==> src/rtl/core/video_payload_packetizer_defines.svh <==
// ----------------------------------------------------------------------------
// video payload packetizer assertion macros
// concurrent assertion shorthands for the packetizer core, used by vpp_queue
// ----------------------------------------------------------------------------
`ifndef VIDEO_PAYLOAD_PACKETIZER_DEFINES_SVH
`define VIDEO_PAYLOAD_PACKETIZER_DEFINES_SVH

// same-cycle implication, disabled while in reset
`define VPP_ASSERT(label, clk, rstn, ante, cons, msg) \
    label: assert property (@(posedge clk) disable iff (!rstn) (ante) |-> (cons)) \
        else $error(msg);

// next-cycle implication, disabled while in reset
`define VPP_ASSERT_NEXT(label, clk, rstn, ante, cons, msg) \
    label: assert property (@(posedge clk) disable iff (!rstn) (ante) |=> (cons)) \
        else $error(msg);

`endif

==> src/rtl/core/vpp_pkg.sv <==
// ----------------------------------------------------------------------------
// vpp_pkg
// types, codes and constants shared by the payload packetizer modules
// ----------------------------------------------------------------------------
package vpp_pkg;

    localparam int SERIAL_BITS_DEF = 8;
    localparam int LENGTH_BITS_DEF = 24;
    localparam int QUEUE_DEPTH     = 4;

    localparam int OPCODE_W   = 2;
    localparam int FLEN_W     = 24;
    localparam int BYTE_W     = 8;
    localparam int TAG_W      = 8;
    localparam int REQ_W      = 16;
    localparam int PAYLOAD_W  = 21;
    localparam int CFG_IDX_W  = 2;
    localparam int CFG_DATA_W = 21;

    // input opcodes
    localparam logic [OPCODE_W-1:0] OP_FRAME_START = 2'd0;
    localparam logic [OPCODE_W-1:0] OP_DATA        = 2'd1;
    localparam logic [OPCODE_W-1:0] OP_LOSS        = 2'd2;

    // register indexes
    localparam logic [CFG_IDX_W-1:0] REG_REQUEST_SIZE = 2'd0;
    localparam logic [CFG_IDX_W-1:0] REG_MAX_PAYLOAD  = 2'd1;
    localparam logic [CFG_IDX_W-1:0] REG_DROP_LOSSY   = 2'd2;

    localparam logic [REQ_W-1:0]     REQUEST_SIZE_RST = 16'd1024;
    localparam logic [PAYLOAD_W-1:0] MAX_PAYLOAD_RST  = 21'd0;
    localparam logic                 DROP_LOSSY_RST   = 1'b1;

    // payload header
    localparam logic [BYTE_W-1:0] HDR_LEN = 8'd2;
    localparam logic [BYTE_W-1:0] HDR_EOH = 8'h80;
    localparam logic [BYTE_W-1:0] HDR_ERR = 8'h40;
    localparam logic [BYTE_W-1:0] HDR_EOF = 8'h02;

    typedef struct packed {
        logic [REQ_W-1:0]     request_size;
        logic [PAYLOAD_W-1:0] max_payload;
        logic                 drop_lossy;
    } cfg_t;

    // everything the back end needs to emit the beats of one input item
    typedef struct packed {
        logic              hdr;
        logic [BYTE_W-1:0] hdr_flags;
        logic [BYTE_W-1:0] data;
        logic              first;
        logic              last;
        logic              full;
        logic [TAG_W-1:0]  tag;
        logic              discard;
        logic              aband;
    } group_t;

    typedef enum logic [2:0] {
        BEAT_HDR_LEN   = 3'b001,
        BEAT_HDR_FLAGS = 3'b010,
        BEAT_DATA      = 3'b100
    } beat_t;

endpackage

==> src/rtl/core/video_payload_packetizer.sv <==
// ----------------------------------------------------------------------------
// video_payload_packetizer
// cuts a video byte stream into payloads with two-byte payload headers
// ----------------------------------------------------------------------------
// The block takes one input beat per clock whenever its group queue has room
// (s_ready is simply "queue not full"): frame starts, loss reports and data
// bytes are all classified and booked in the cycle they are accepted. A data
// byte that opens a payload yields three result beats (header length, header
// flags, data byte), any other data byte one beat, and an abandoned frame one
// beat with m_frame_abandoned set; frame starts, loss reports and swallowed
// bytes yield none. The result channel moves one beat per cycle, so with the
// consumer always ready the sustained rate is one input beat per cycle except
// at payload openings, which add two header beats. An item's first result
// beat passes the group queue and the output register before m_valid shows
// it. Configuration writes (request_size, max_payload, drop_lossy) are
// always taken and act at once; they belong between frames or while idle.
module video_payload_packetizer #(
    parameter int SERIAL_BITS = vpp_pkg::SERIAL_BITS_DEF,
    parameter int LENGTH_BITS = vpp_pkg::LENGTH_BITS_DEF,
    parameter int QUEUE_DEPTH = vpp_pkg::QUEUE_DEPTH
) (
    input  logic                          aclk,
    input  logic                          aresetn,

    // configuration write channel
    input  logic                          cfg_valid,
    output logic                          cfg_ready,
    input  logic [vpp_pkg::CFG_IDX_W-1:0] cfg_index,
    input  logic [vpp_pkg::CFG_DATA_W-1:0] cfg_data,

    // input item channel
    input  logic                          s_valid,
    output logic                          s_ready,
    input  logic [vpp_pkg::OPCODE_W-1:0]  s_opcode,
    input  logic [vpp_pkg::FLEN_W-1:0]    s_frame_length,
    input  logic [vpp_pkg::BYTE_W-1:0]    s_data_byte,
    input  logic [vpp_pkg::TAG_W-1:0]     s_loss_tag,

    // result channel
    output logic                          m_valid,
    input  logic                          m_ready,
    output logic [vpp_pkg::BYTE_W-1:0]    m_out_byte,
    output logic                          m_request_first,
    output logic                          m_request_end,
    output logic                          m_payload_full,
    output logic [vpp_pkg::TAG_W-1:0]     m_frame_tag,
    output logic                          m_request_discard,
    output logic                          m_frame_abandoned,
    output logic                          m_last_of_run
);

    vpp_pkg::cfg_t   cfg_reg, cfg_next;
    vpp_pkg::group_t push_grp;
    vpp_pkg::group_t head_grp;
    logic            item_accept;
    logic            push;
    logic            pop;
    logic            q_full;
    logic            q_empty;

    // config writes never stall
    assign cfg_ready = 1'b1;

    always_comb begin
        cfg_next = cfg_reg;
        if (cfg_valid) begin
            unique case (cfg_index)
                vpp_pkg::REG_REQUEST_SIZE: cfg_next.request_size = cfg_data[vpp_pkg::REQ_W-1:0];
                vpp_pkg::REG_MAX_PAYLOAD:  cfg_next.max_payload  = cfg_data;
                vpp_pkg::REG_DROP_LOSSY:   cfg_next.drop_lossy   = cfg_data[0];
                default: begin
                    // unused index, write is dropped
                end
            endcase
        end
    end

    always_ff @(posedge aclk) begin
        if (!aresetn) begin
            cfg_reg.request_size <= vpp_pkg::REQUEST_SIZE_RST;
            cfg_reg.max_payload  <= vpp_pkg::MAX_PAYLOAD_RST;
            cfg_reg.drop_lossy   <= vpp_pkg::DROP_LOSSY_RST;
        end else begin
            cfg_reg <= cfg_next;
        end
    end

    // front end books every beat; a group only goes out if it has results
    assign s_ready     = !q_full;
    assign item_accept = s_valid && s_ready;

    vpp_front #(
        .SERIAL_BITS (SERIAL_BITS),
        .LENGTH_BITS (LENGTH_BITS)
    ) u_front (
        .aclk              (aclk),
        .aresetn           (aresetn),
        .cfg               (cfg_reg),
        .item_accept       (item_accept),
        .item_opcode       (s_opcode),
        .item_frame_length (s_frame_length),
        .item_data_byte    (s_data_byte),
        .item_loss_tag     (s_loss_tag),
        .push              (push),
        .grp               (push_grp)
    );

    // decouples booking from beat expansion so header beats do not stall intake until the queue fills
    vpp_queue #(
        .DEPTH (QUEUE_DEPTH)
    ) u_queue (
        .aclk     (aclk),
        .aresetn  (aresetn),
        .push     (push),
        .push_grp (push_grp),
        .pop      (pop),
        .head_grp (head_grp),
        .full     (q_full),
        .empty    (q_empty)
    );

    // back end expands groups into header and data beats
    vpp_back u_back (
        .aclk              (aclk),
        .aresetn           (aresetn),
        .head_grp          (head_grp),
        .empty             (q_empty),
        .pop               (pop),
        .m_valid           (m_valid),
        .m_ready           (m_ready),
        .m_out_byte        (m_out_byte),
        .m_request_first   (m_request_first),
        .m_request_end     (m_request_end),
        .m_payload_full    (m_payload_full),
        .m_frame_tag       (m_frame_tag),
        .m_request_discard (m_request_discard),
        .m_frame_abandoned (m_frame_abandoned),
        .m_last_of_run     (m_last_of_run)
    );

endmodule

==> src/rtl/core/vpp_front.sv <==
// ----------------------------------------------------------------------------
// vpp_front
// frame and request bookkeeping; turns each input item into a beat group
// ----------------------------------------------------------------------------
module vpp_front #(
    parameter int SERIAL_BITS = vpp_pkg::SERIAL_BITS_DEF,
    parameter int LENGTH_BITS = vpp_pkg::LENGTH_BITS_DEF
) (
    input  logic                          aclk,
    input  logic                          aresetn,
    input  vpp_pkg::cfg_t                 cfg,
    input  logic                          item_accept,
    input  logic [vpp_pkg::OPCODE_W-1:0]  item_opcode,
    input  logic [vpp_pkg::FLEN_W-1:0]    item_frame_length,
    input  logic [vpp_pkg::BYTE_W-1:0]    item_data_byte,
    input  logic [vpp_pkg::TAG_W-1:0]     item_loss_tag,
    output logic                          push,
    output vpp_pkg::group_t               grp
);

    logic                            frame_toggle_reg, frame_toggle_next;
    logic [SERIAL_BITS-1:0]          frame_serial_reg, frame_serial_next;
    logic                            frame_lost_reg, frame_lost_next;
    logic [LENGTH_BITS-1:0]          bytes_left_reg, bytes_left_next;
    logic [vpp_pkg::REQ_W-1:0]       request_fill_reg, request_fill_next;
    logic [vpp_pkg::PAYLOAD_W-1:0]   payload_fill_reg, payload_fill_next;
    logic                            skipping_reg, skipping_next;

    logic [SERIAL_BITS+7:0]                 serial_ext;
    logic [vpp_pkg::TAG_W-1:0]              tag;
    logic [LENGTH_BITS+vpp_pkg::FLEN_W-1:0] len_ext;
    logic [LENGTH_BITS-1:0]                 len;
    logic                                   isoc;
    logic                                   rf_zero;
    logic                                   drop_cond;
    logic                                   hdr;
    logic [vpp_pkg::PAYLOAD_W-1:0]          cap;
    logic [vpp_pkg::PAYLOAD_W-1:0]          room;
    logic                                   eof;
    logic [vpp_pkg::BYTE_W-1:0]             flags;
    logic [vpp_pkg::REQ_W-1:0]              rf_base;
    logic [vpp_pkg::REQ_W:0]                rf_new;
    logic [vpp_pkg::PAYLOAD_W-1:0]          pf_base;
    logic [vpp_pkg::PAYLOAD_W:0]            pf_new;
    logic [LENGTH_BITS-1:0]                 bl_dec;
    logic                                   bl_zero;
    logic                                   full;
    logic                                   req_end;

    assign serial_ext = {8'd0, frame_serial_reg};
    assign tag        = serial_ext[7:0];
    assign len_ext    = {{LENGTH_BITS{1'b0}}, item_frame_length};
    assign len        = len_ext[LENGTH_BITS-1:0];

    assign isoc      = (cfg.max_payload == '0);
    assign rf_zero   = (request_fill_reg == '0);
    assign drop_cond = isoc && cfg.drop_lossy && frame_lost_reg;
    assign hdr       = rf_zero && (isoc || payload_fill_reg == '0);

    // end of frame flag: remaining bytes fit in what is left after the header
    assign cap  = isoc ? {5'd0, cfg.request_size} : cfg.max_payload;
    assign room = (cap > vpp_pkg::PAYLOAD_W'(2)) ? cap - vpp_pkg::PAYLOAD_W'(2)
                                                 : vpp_pkg::PAYLOAD_W'(1);
    assign eof  = ({{vpp_pkg::PAYLOAD_W{1'b0}}, bytes_left_reg}
                   <= {{LENGTH_BITS{1'b0}}, room});
    assign flags = vpp_pkg::HDR_EOH
                 | {7'd0, frame_toggle_reg}
                 | (frame_lost_reg ? vpp_pkg::HDR_ERR : 8'd0)
                 | (eof ? vpp_pkg::HDR_EOF : 8'd0);

    assign rf_base = hdr ? 16'd2 : request_fill_reg;
    assign rf_new  = {1'b0, rf_base} + 17'd1;
    assign pf_base = (hdr && !isoc) ? 21'd2 : payload_fill_reg;
    assign pf_new  = isoc ? {1'b0, pf_base} : {1'b0, pf_base} + 22'd1;
    assign bl_dec  = bytes_left_reg - LENGTH_BITS'(1);
    assign bl_zero = (bl_dec == '0);
    assign full    = !isoc && (pf_new >= {1'b0, cfg.max_payload});
    assign req_end = (rf_new >= {1'b0, cfg.request_size}) || bl_zero || full;

    always_comb begin
        frame_toggle_next = frame_toggle_reg;
        frame_serial_next = frame_serial_reg;
        frame_lost_next   = frame_lost_reg;
        bytes_left_next   = bytes_left_reg;
        request_fill_next = request_fill_reg;
        payload_fill_next = payload_fill_reg;
        skipping_next     = skipping_reg;
        push              = 1'b0;
        grp               = '0;
        grp.tag           = tag;
        if (item_accept) begin
            unique case (item_opcode)
                vpp_pkg::OP_FRAME_START: begin
                    if (bytes_left_reg == '0 && len != '0) begin
                        bytes_left_next = len;
                        skipping_next   = 1'b0;
                    end
                end
                vpp_pkg::OP_LOSS: begin
                    if (item_loss_tag == tag) begin
                        frame_lost_next = 1'b1;
                    end
                end
                vpp_pkg::OP_DATA: begin
                    if (bytes_left_reg != '0) begin
                        bytes_left_next = bl_dec;
                        if (skipping_reg) begin
                            // swallowing the rest of an abandoned frame
                            if (bl_zero) begin
                                skipping_next = 1'b0;
                            end
                        end else if (rf_zero && drop_cond) begin
                            // abandon at request start
                            frame_toggle_next = ~frame_toggle_reg;
                            frame_serial_next = frame_serial_reg + SERIAL_BITS'(1);
                            frame_lost_next   = 1'b0;
                            skipping_next     = !bl_zero;
                            push              = 1'b1;
                            grp.aband         = 1'b1;
                        end else begin
                            push          = 1'b1;
                            grp.hdr       = hdr;
                            grp.hdr_flags = flags;
                            grp.data      = item_data_byte;
                            grp.first     = rf_zero && !hdr;
                            grp.last      = req_end;
                            grp.full      = full;
                            if (req_end) begin
                                if (drop_cond) begin
                                    // abandon at request end
                                    grp.discard       = 1'b1;
                                    grp.aband         = 1'b1;
                                    frame_toggle_next = ~frame_toggle_reg;
                                    frame_serial_next = frame_serial_reg + SERIAL_BITS'(1);
                                    frame_lost_next   = 1'b0;
                                    skipping_next     = !bl_zero;
                                end else if (bl_zero) begin
                                    frame_toggle_next = ~frame_toggle_reg;
                                    frame_serial_next = frame_serial_reg + SERIAL_BITS'(1);
                                    frame_lost_next   = 1'b0;
                                end
                                payload_fill_next = (isoc || full || bl_zero)
                                                    ? '0 : pf_new[vpp_pkg::PAYLOAD_W-1:0];
                                request_fill_next = '0;
                            end else begin
                                request_fill_next = rf_new[vpp_pkg::REQ_W-1:0];
                                payload_fill_next = pf_new[vpp_pkg::PAYLOAD_W-1:0];
                            end
                        end
                    end
                end
                default: begin
                end
            endcase
        end
    end

    always_ff @(posedge aclk) begin
        if (!aresetn) begin
            frame_toggle_reg <= 1'b0;
            frame_serial_reg <= '0;
            frame_lost_reg   <= 1'b0;
            bytes_left_reg   <= '0;
            request_fill_reg <= '0;
            payload_fill_reg <= '0;
            skipping_reg     <= 1'b0;
        end else begin
            frame_toggle_reg <= frame_toggle_next;
            frame_serial_reg <= frame_serial_next;
            frame_lost_reg   <= frame_lost_next;
            bytes_left_reg   <= bytes_left_next;
            request_fill_reg <= request_fill_next;
            payload_fill_reg <= payload_fill_next;
            skipping_reg     <= skipping_next;
        end
    end

endmodule

==> src/rtl/core/vpp_queue.sv <==
// ----------------------------------------------------------------------------
// vpp_queue
// short register queue of beat groups between front and back end
// ----------------------------------------------------------------------------
`include "video_payload_packetizer_defines.svh"

module vpp_queue #(
    parameter int DEPTH = vpp_pkg::QUEUE_DEPTH
) (
    input  logic            aclk,
    input  logic            aresetn,
    input  logic            push,
    input  vpp_pkg::group_t push_grp,
    input  logic            pop,
    output vpp_pkg::group_t head_grp,
    output logic            full,
    output logic            empty
);

    localparam int PTR_W = (DEPTH > 1) ? $clog2(DEPTH) : 1;
    localparam int CNT_W = $clog2(DEPTH + 1);

    vpp_pkg::group_t  entry_reg [DEPTH];
    logic [PTR_W-1:0] wr_ptr_reg, wr_ptr_next;
    logic [PTR_W-1:0] rd_ptr_reg, rd_ptr_next;
    logic [CNT_W-1:0] count_reg, count_next;

    assign full     = (count_reg == CNT_W'(DEPTH));
    assign empty    = (count_reg == '0);
    assign head_grp = entry_reg[rd_ptr_reg];

    always_comb begin
        wr_ptr_next = wr_ptr_reg;
        rd_ptr_next = rd_ptr_reg;
        count_next  = count_reg;
        if (push) begin
            wr_ptr_next = (wr_ptr_reg == PTR_W'(DEPTH - 1)) ? '0 : wr_ptr_reg + PTR_W'(1);
        end
        if (pop) begin
            rd_ptr_next = (rd_ptr_reg == PTR_W'(DEPTH - 1)) ? '0 : rd_ptr_reg + PTR_W'(1);
        end
        if (push && !pop) begin
            count_next = count_reg + CNT_W'(1);
        end else if (pop && !push) begin
            count_next = count_reg - CNT_W'(1);
        end
    end

    always_ff @(posedge aclk) begin
        if (!aresetn) begin
            wr_ptr_reg <= '0;
            rd_ptr_reg <= '0;
            count_reg  <= '0;
        end else begin
            wr_ptr_reg <= wr_ptr_next;
            rd_ptr_reg <= rd_ptr_next;
            count_reg  <= count_next;
        end
    end

    always_ff @(posedge aclk) begin
        if (push) begin
            entry_reg[wr_ptr_reg] <= push_grp;
        end
    end

    `VPP_ASSERT(a_no_push_when_full, aclk, aresetn, push, !full, "group pushed into full queue")
    `VPP_ASSERT(a_no_pop_when_empty, aclk, aresetn, pop, !empty, "group popped from empty queue")
    `VPP_ASSERT_NEXT(a_count_rises, aclk, aresetn, push && !pop, count_reg == $past(count_reg) + CNT_W'(1), "queue count lost a push")

endmodule

==> src/rtl/core/vpp_back.sv <==
// ----------------------------------------------------------------------------
// vpp_back
// expands each beat group into header and data beats on the result channel
// ----------------------------------------------------------------------------
module vpp_back (
    input  logic                        aclk,
    input  logic                        aresetn,
    input  vpp_pkg::group_t             head_grp,
    input  logic                        empty,
    output logic                        pop,
    output logic                        m_valid,
    input  logic                        m_ready,
    output logic [vpp_pkg::BYTE_W-1:0]  m_out_byte,
    output logic                        m_request_first,
    output logic                        m_request_end,
    output logic                        m_payload_full,
    output logic [vpp_pkg::TAG_W-1:0]   m_frame_tag,
    output logic                        m_request_discard,
    output logic                        m_frame_abandoned,
    output logic                        m_last_of_run
);

    vpp_pkg::beat_t             beat_reg, beat_next;
    logic                       valid_reg, valid_next;
    logic                       load;
    logic [vpp_pkg::BYTE_W-1:0] byte_reg, byte_next;
    logic                       first_reg, first_next;
    logic                       end_reg, end_next;
    logic                       full_reg, full_next;
    logic [vpp_pkg::TAG_W-1:0]  tag_reg, tag_next;
    logic                       discard_reg, discard_next;
    logic                       aband_reg, aband_next;
    logic                       last_reg, last_next;

    // output register frees whenever the current beat is taken
    assign load = !empty && (!valid_reg || m_ready);

    always_comb begin
        beat_next    = beat_reg;
        pop          = 1'b0;
        valid_next   = (valid_reg && !m_ready) || load;
        byte_next    = byte_reg;
        first_next   = first_reg;
        end_next     = end_reg;
        full_next    = full_reg;
        tag_next     = tag_reg;
        discard_next = discard_reg;
        aband_next   = aband_reg;
        last_next    = last_reg;
        if (load) begin
            byte_next    = head_grp.data;
            first_next   = head_grp.first;
            end_next     = head_grp.last;
            full_next    = head_grp.full;
            tag_next     = head_grp.tag;
            discard_next = head_grp.discard;
            aband_next   = head_grp.aband;
            last_next    = 1'b1;
            unique case (beat_reg)
                vpp_pkg::BEAT_HDR_LEN: begin
                    if (head_grp.hdr) begin
                        byte_next    = vpp_pkg::HDR_LEN;
                        first_next   = 1'b1;
                        end_next     = 1'b0;
                        full_next    = 1'b0;
                        discard_next = 1'b0;
                        aband_next   = 1'b0;
                        last_next    = 1'b0;
                        beat_next    = vpp_pkg::BEAT_HDR_FLAGS;
                    end else begin
                        pop = 1'b1;
                    end
                end
                vpp_pkg::BEAT_HDR_FLAGS: begin
                    byte_next    = head_grp.hdr_flags;
                    first_next   = 1'b0;
                    end_next     = 1'b0;
                    full_next    = 1'b0;
                    discard_next = 1'b0;
                    aband_next   = 1'b0;
                    last_next    = 1'b0;
                    beat_next    = vpp_pkg::BEAT_DATA;
                end
                vpp_pkg::BEAT_DATA: begin
                    pop       = 1'b1;
                    beat_next = vpp_pkg::BEAT_HDR_LEN;
                end
                default: begin
                    beat_next = vpp_pkg::BEAT_HDR_LEN;
                end
            endcase
        end
    end

    always_ff @(posedge aclk) begin
        if (!aresetn) begin
            beat_reg  <= vpp_pkg::BEAT_HDR_LEN;
            valid_reg <= 1'b0;
        end else begin
            beat_reg  <= beat_next;
            valid_reg <= valid_next;
        end
    end

    always_ff @(posedge aclk) begin
        byte_reg    <= byte_next;
        first_reg   <= first_next;
        end_reg     <= end_next;
        full_reg    <= full_next;
        tag_reg     <= tag_next;
        discard_reg <= discard_next;
        aband_reg   <= aband_next;
        last_reg    <= last_next;
    end

    assign m_valid           = valid_reg;
    assign m_out_byte        = byte_reg;
    assign m_request_first   = first_reg;
    assign m_request_end     = end_reg;
    assign m_payload_full    = full_reg;
    assign m_frame_tag       = tag_reg;
    assign m_request_discard = discard_reg;
    assign m_frame_abandoned = aband_reg;
    assign m_last_of_run     = last_reg;

endmodule
==> config.mk <==
export PLATFORM = sky130hd
export DESIGN_NAME = video_payload_packetizer
export DESIGN_NICKNAME = d
export VERILOG_FILES = /design/src/rtl/core/vpp_pkg.sv /design/src/rtl/core/video_payload_packetizer.sv /design/src/rtl/core/vpp_front.sv /design/src/rtl/core/vpp_queue.sv /design/src/rtl/core/vpp_back.sv
export VERILOG_INCLUDE_DIRS = /design/src /design/src/rtl/core
export SDC_FILE = /design/constraint.sdc
export NUM_CORES = 1
export LEC_CHECK = 0
export BUFFER_PORTS_ARGS = -buffer_cell sky130_fd_sc_hd__buf_2
export CAP_MARGIN = 20
export CELL_PAD_IN_SITES_DETAIL_PLACEMENT = 2
export CELL_PAD_IN_SITES_GLOBAL_PLACEMENT = 2
export CORE_MARGIN = 5
export CORE_UTILIZATION = 39
export DETAILED_ROUTE_END_ITERATION = 8
export PLACE_DENSITY = 0.89
export SYNTH_ARGS = -nofsm -noshare
export SYNTH_HDL_FRONTEND = slang
export SYNTH_SLANG_ARGS = --single-unit
==> constraint.sdc <==
create_clock -name aclk -period 7.7 [get_ports aclk]
set_clock_uncertainty 0.15 [all_clocks]
set_input_delay 0 -clock aclk [delete_from_list [all_inputs] [get_ports aclk]]
set_output_delay 0 -clock aclk [all_outputs]
set_load 0.02 [all_outputs]
==> impl_metrics.ini <==
[place]
portBuffers = 93
placedCellCount = 1858
dp_hpwl_mm = 32.7
pre_cts_slack_ps = 1330
gp_congestion = 0.840

[clock_tree]
worstSkewPairLatency_ps = 590
clock-sinks = 249
post_cts_buffers = 0
tritoncts = yes
htreeDepth = 1
cts_made_buffers = 29
clock_path_buffers = 3
cts-resized-gates = 0
clkTransAtPathRegs_ps = 70
root_buffer = clkbuf_16

[yosys]
yosys_warnings = 0
synth_nets = 1518
synthFlopType = edfxtp_1
synth-seq-cells = 249
post-synth-top-area-cell = edfxtp_1
synth_top_area_share_pct = 28.1
synth_cell_types = 80
syn_area_per_cell_um2 = 9.79
netlist_area_um2 = 13500
synth-seq-area-share_pct = 46.4
synthTopCellsByArea = edfxtp_1, dfxtp_1, ha_1
synth-edff-count = 126
async_reset_ff_share_pct = 0
syn_inst = 1376

[critical_path]
worstPathCellList = or4_1 -> nor4_4 -> and2_0 -> buf_4 -> a21oi_1 -> ha_1 -> nand4_1 -> or4_1 -> a2111o_1 -> nand3b_1 -> a2111o_1 -> o21ai_0 -> ha_1 -> a21o_1 -> a21oi_1 -> nor2b_1 -> o21ai_0 -> a21oi_1 -> o21ai_0 -> o211ai_1 -> a21oi_1
crit_slowest_cell = a2111o_1
slowest_delay_ps = 750
r2r-start = cfg_reg[7]
cp.arrival_ps = 7320
crit_path_start = cfg_reg[7]
start_kind = flop
cp.required_ps = 7860
r2r_cells = 21
regToRegEndpoint = u_queue.entry_reg[2][22]
worstSetupPathType = reg -> reg
path_common_cell = a21oi_1
crit_path_end_kind = flop
r2r_slack_ps = 540
cp_max_fo = 33
crit_path_end = u_queue.entry_reg[2][22]

[route]
drt_iter0_markers = 978
dr.pass1.iters = 5
final_antenna_net_count = 0
routed-via-count = 12300
via_per_inst = 6.14
totalWireLength_mm = 55.8
drc = 0
avgRoutedWirePerCell_um = 27.8

[floorplan]
ios = 95
rows = 68
initial_core_util_pct = 39.3
core-area_um2 = 34300
die_w_um = 196
die-area_um2 = 38400
die_h_um = 196

[run]
max_cap_viol_count = 0

[layout]
fin_cells = 2009
fin_nets = 1670
multi_input_area_um2 = 6700
register_area_um2 = 6250
final_core_util_pct = 47.0
drive_above_1_share_pct = 13.2
largest_register_ffs = 104
area_delta_synth_final_pct = 19.7
n_fill_cell = 3535

[timing]
fin_hold_ws_ps = 67.0
timing.fmax_mhz = 140
setup_slack_ps = 541
relSlewSlack_pct = 29.7
tightest_slew_ps = 1050
setup_tns_ps = 0
finalSetupViolations = 0
hold_violations = 0
grt_setup_unrepaired = no
period_share_pct = 93.0
slew_viol_final = 0
final.min_clock_period_ps = 7160

[global_route]
grt_antenna_before_repair = 2
grt_start_max_net_pins = 80
grt_overflow = 0
grt_util_all_layers_pct = 28.2
grt_pass1_vias = 13700
grt_pass1_wl_mm = 85.1

[power_and_ir_drop]
p_leak_nw = 5.93
ir_worst_vdd_mv = 0.182
power_density_nw_per_um2 = 296

[hold_path]
hp-class = in -> reg
min_path_cells = 4

[outcome]
status = completed
## cell usage in the layout, fill, tap and decap left out, types with 29 or more instances in the layout
master,instances
o21ai_0,60
ha_1,71
edfxtp_1,126
dfxtp_1,122
a21oi_1,128
buf_2,93
clkbuf_16,29
nor2_1,97
xnor2_1,51
nand2_1,183
dlygate4sd3_1,92
inv_1,53
## logic make-up (layout without fill, tap and decap cells)
logic type	after synthesis	after routing	share of synthesized area, %
simple gates	515	515	19.3
compound gates	309	309	14.3
flops	249	249	46.4
fa+ha+maj	72	72	6.74
xor+xnor	67	67	4.36
other cells	1	4	0.0278
buf+inv	130	305	3.97
mux	33	33	4.88
## routing by layer
metal / global-route usage [%] / up-vias / routed length [µm] / part of all wire (%)
met2: 51.0 / 544 / 28400 / 51
met4: 13.4 / 2 / 3190 / 5.7
met5: 0 / - / 8 / 0.014
met1: 32.6 / 6251 / 21200 / 38
li1: - / 5333 / - / -
met3: 4.16 / 202 / 2960 / 5.3
## what timing repair did
action / CTS / global route
endpoints found under the hold margin: 101 / 0
hold buffers: 92 / 0
setup endpoints to repair: 0 / 0
## cell type report
| class | count | share of cell area (%) |
|---|---|---|
| antenna | 3 | 0.0466 |
| clock buffer | 42 | 4.80 |
| clock inverter | 12 | 0.900 |
| inverter | 54 | 1.26 |
| multi-input combinational | 997 | 41.6 |
| sequential | 249 | 38.8 |
| tap | 455 | 3.53 |
| timing repair buffer | 197 | 9.14 |
## worst max-delay path: cells and delay by family, from the launching register on
| kind | cells | cell delay (ps) |
|---|---|---|
| AOI/OAI and AO/OA | 11 | 3500 |
| and+or+nand+nor | 7 | 1770 |
| adders and majority gates | 2 | 660 |
| DFF | 1 | 490 |
| buffers and inverters | 1 | 290 |
## cells in the mapped netlist (18+ instances only)
cell	count
dfxtp_1	123
clkbuf_1	56
nor3_1	25
edfxtp_1	126
o21ai_0	60
nand3_1	27
nand2_1	183
mux4_2	26
ha_1	71
inv_1	54
or3_1	24
nor2_1	97
xnor2_1	51
a22o_1	18
a21oi_1	128
nand4_1	22
nor4_1	24
## metrics by stage
step | total power, mW | instance area, µm²
2_1_floorplan | 2.70 | 13500
3_3_place_gp | 3.06 | 14300
3_5_place_dp | 3.18 | 14300
4_1_cts | 4.63 | 16100
5_1_grt | 4.96 | 16100
6_report | 4.77 | 16100
## how the worst min path moves through the flow
stage	start	endpoint	slack, ps
2_1_floorplan	cfg_data[0]	cfg_reg[0]	-20
3_3_place_gp	cfg_data[14]	cfg_reg[36]	100
3_5_place_dp	cfg_data[17]	cfg_reg[18]	110
4_1_cts	s_valid	u_front.frame_serial_reg[6]	0.2
5_1_grt	cfg_data[20]	cfg_reg[21]	90
6_report	cfg_data[20]	cfg_reg[21]	70
## power breakdown
part           internal (mW)  switching, mW
Sequential              1.58          0.163
Clock                  0.800          0.606
Combinational          0.577           1.05
Power figures use the tool's default switching activity.
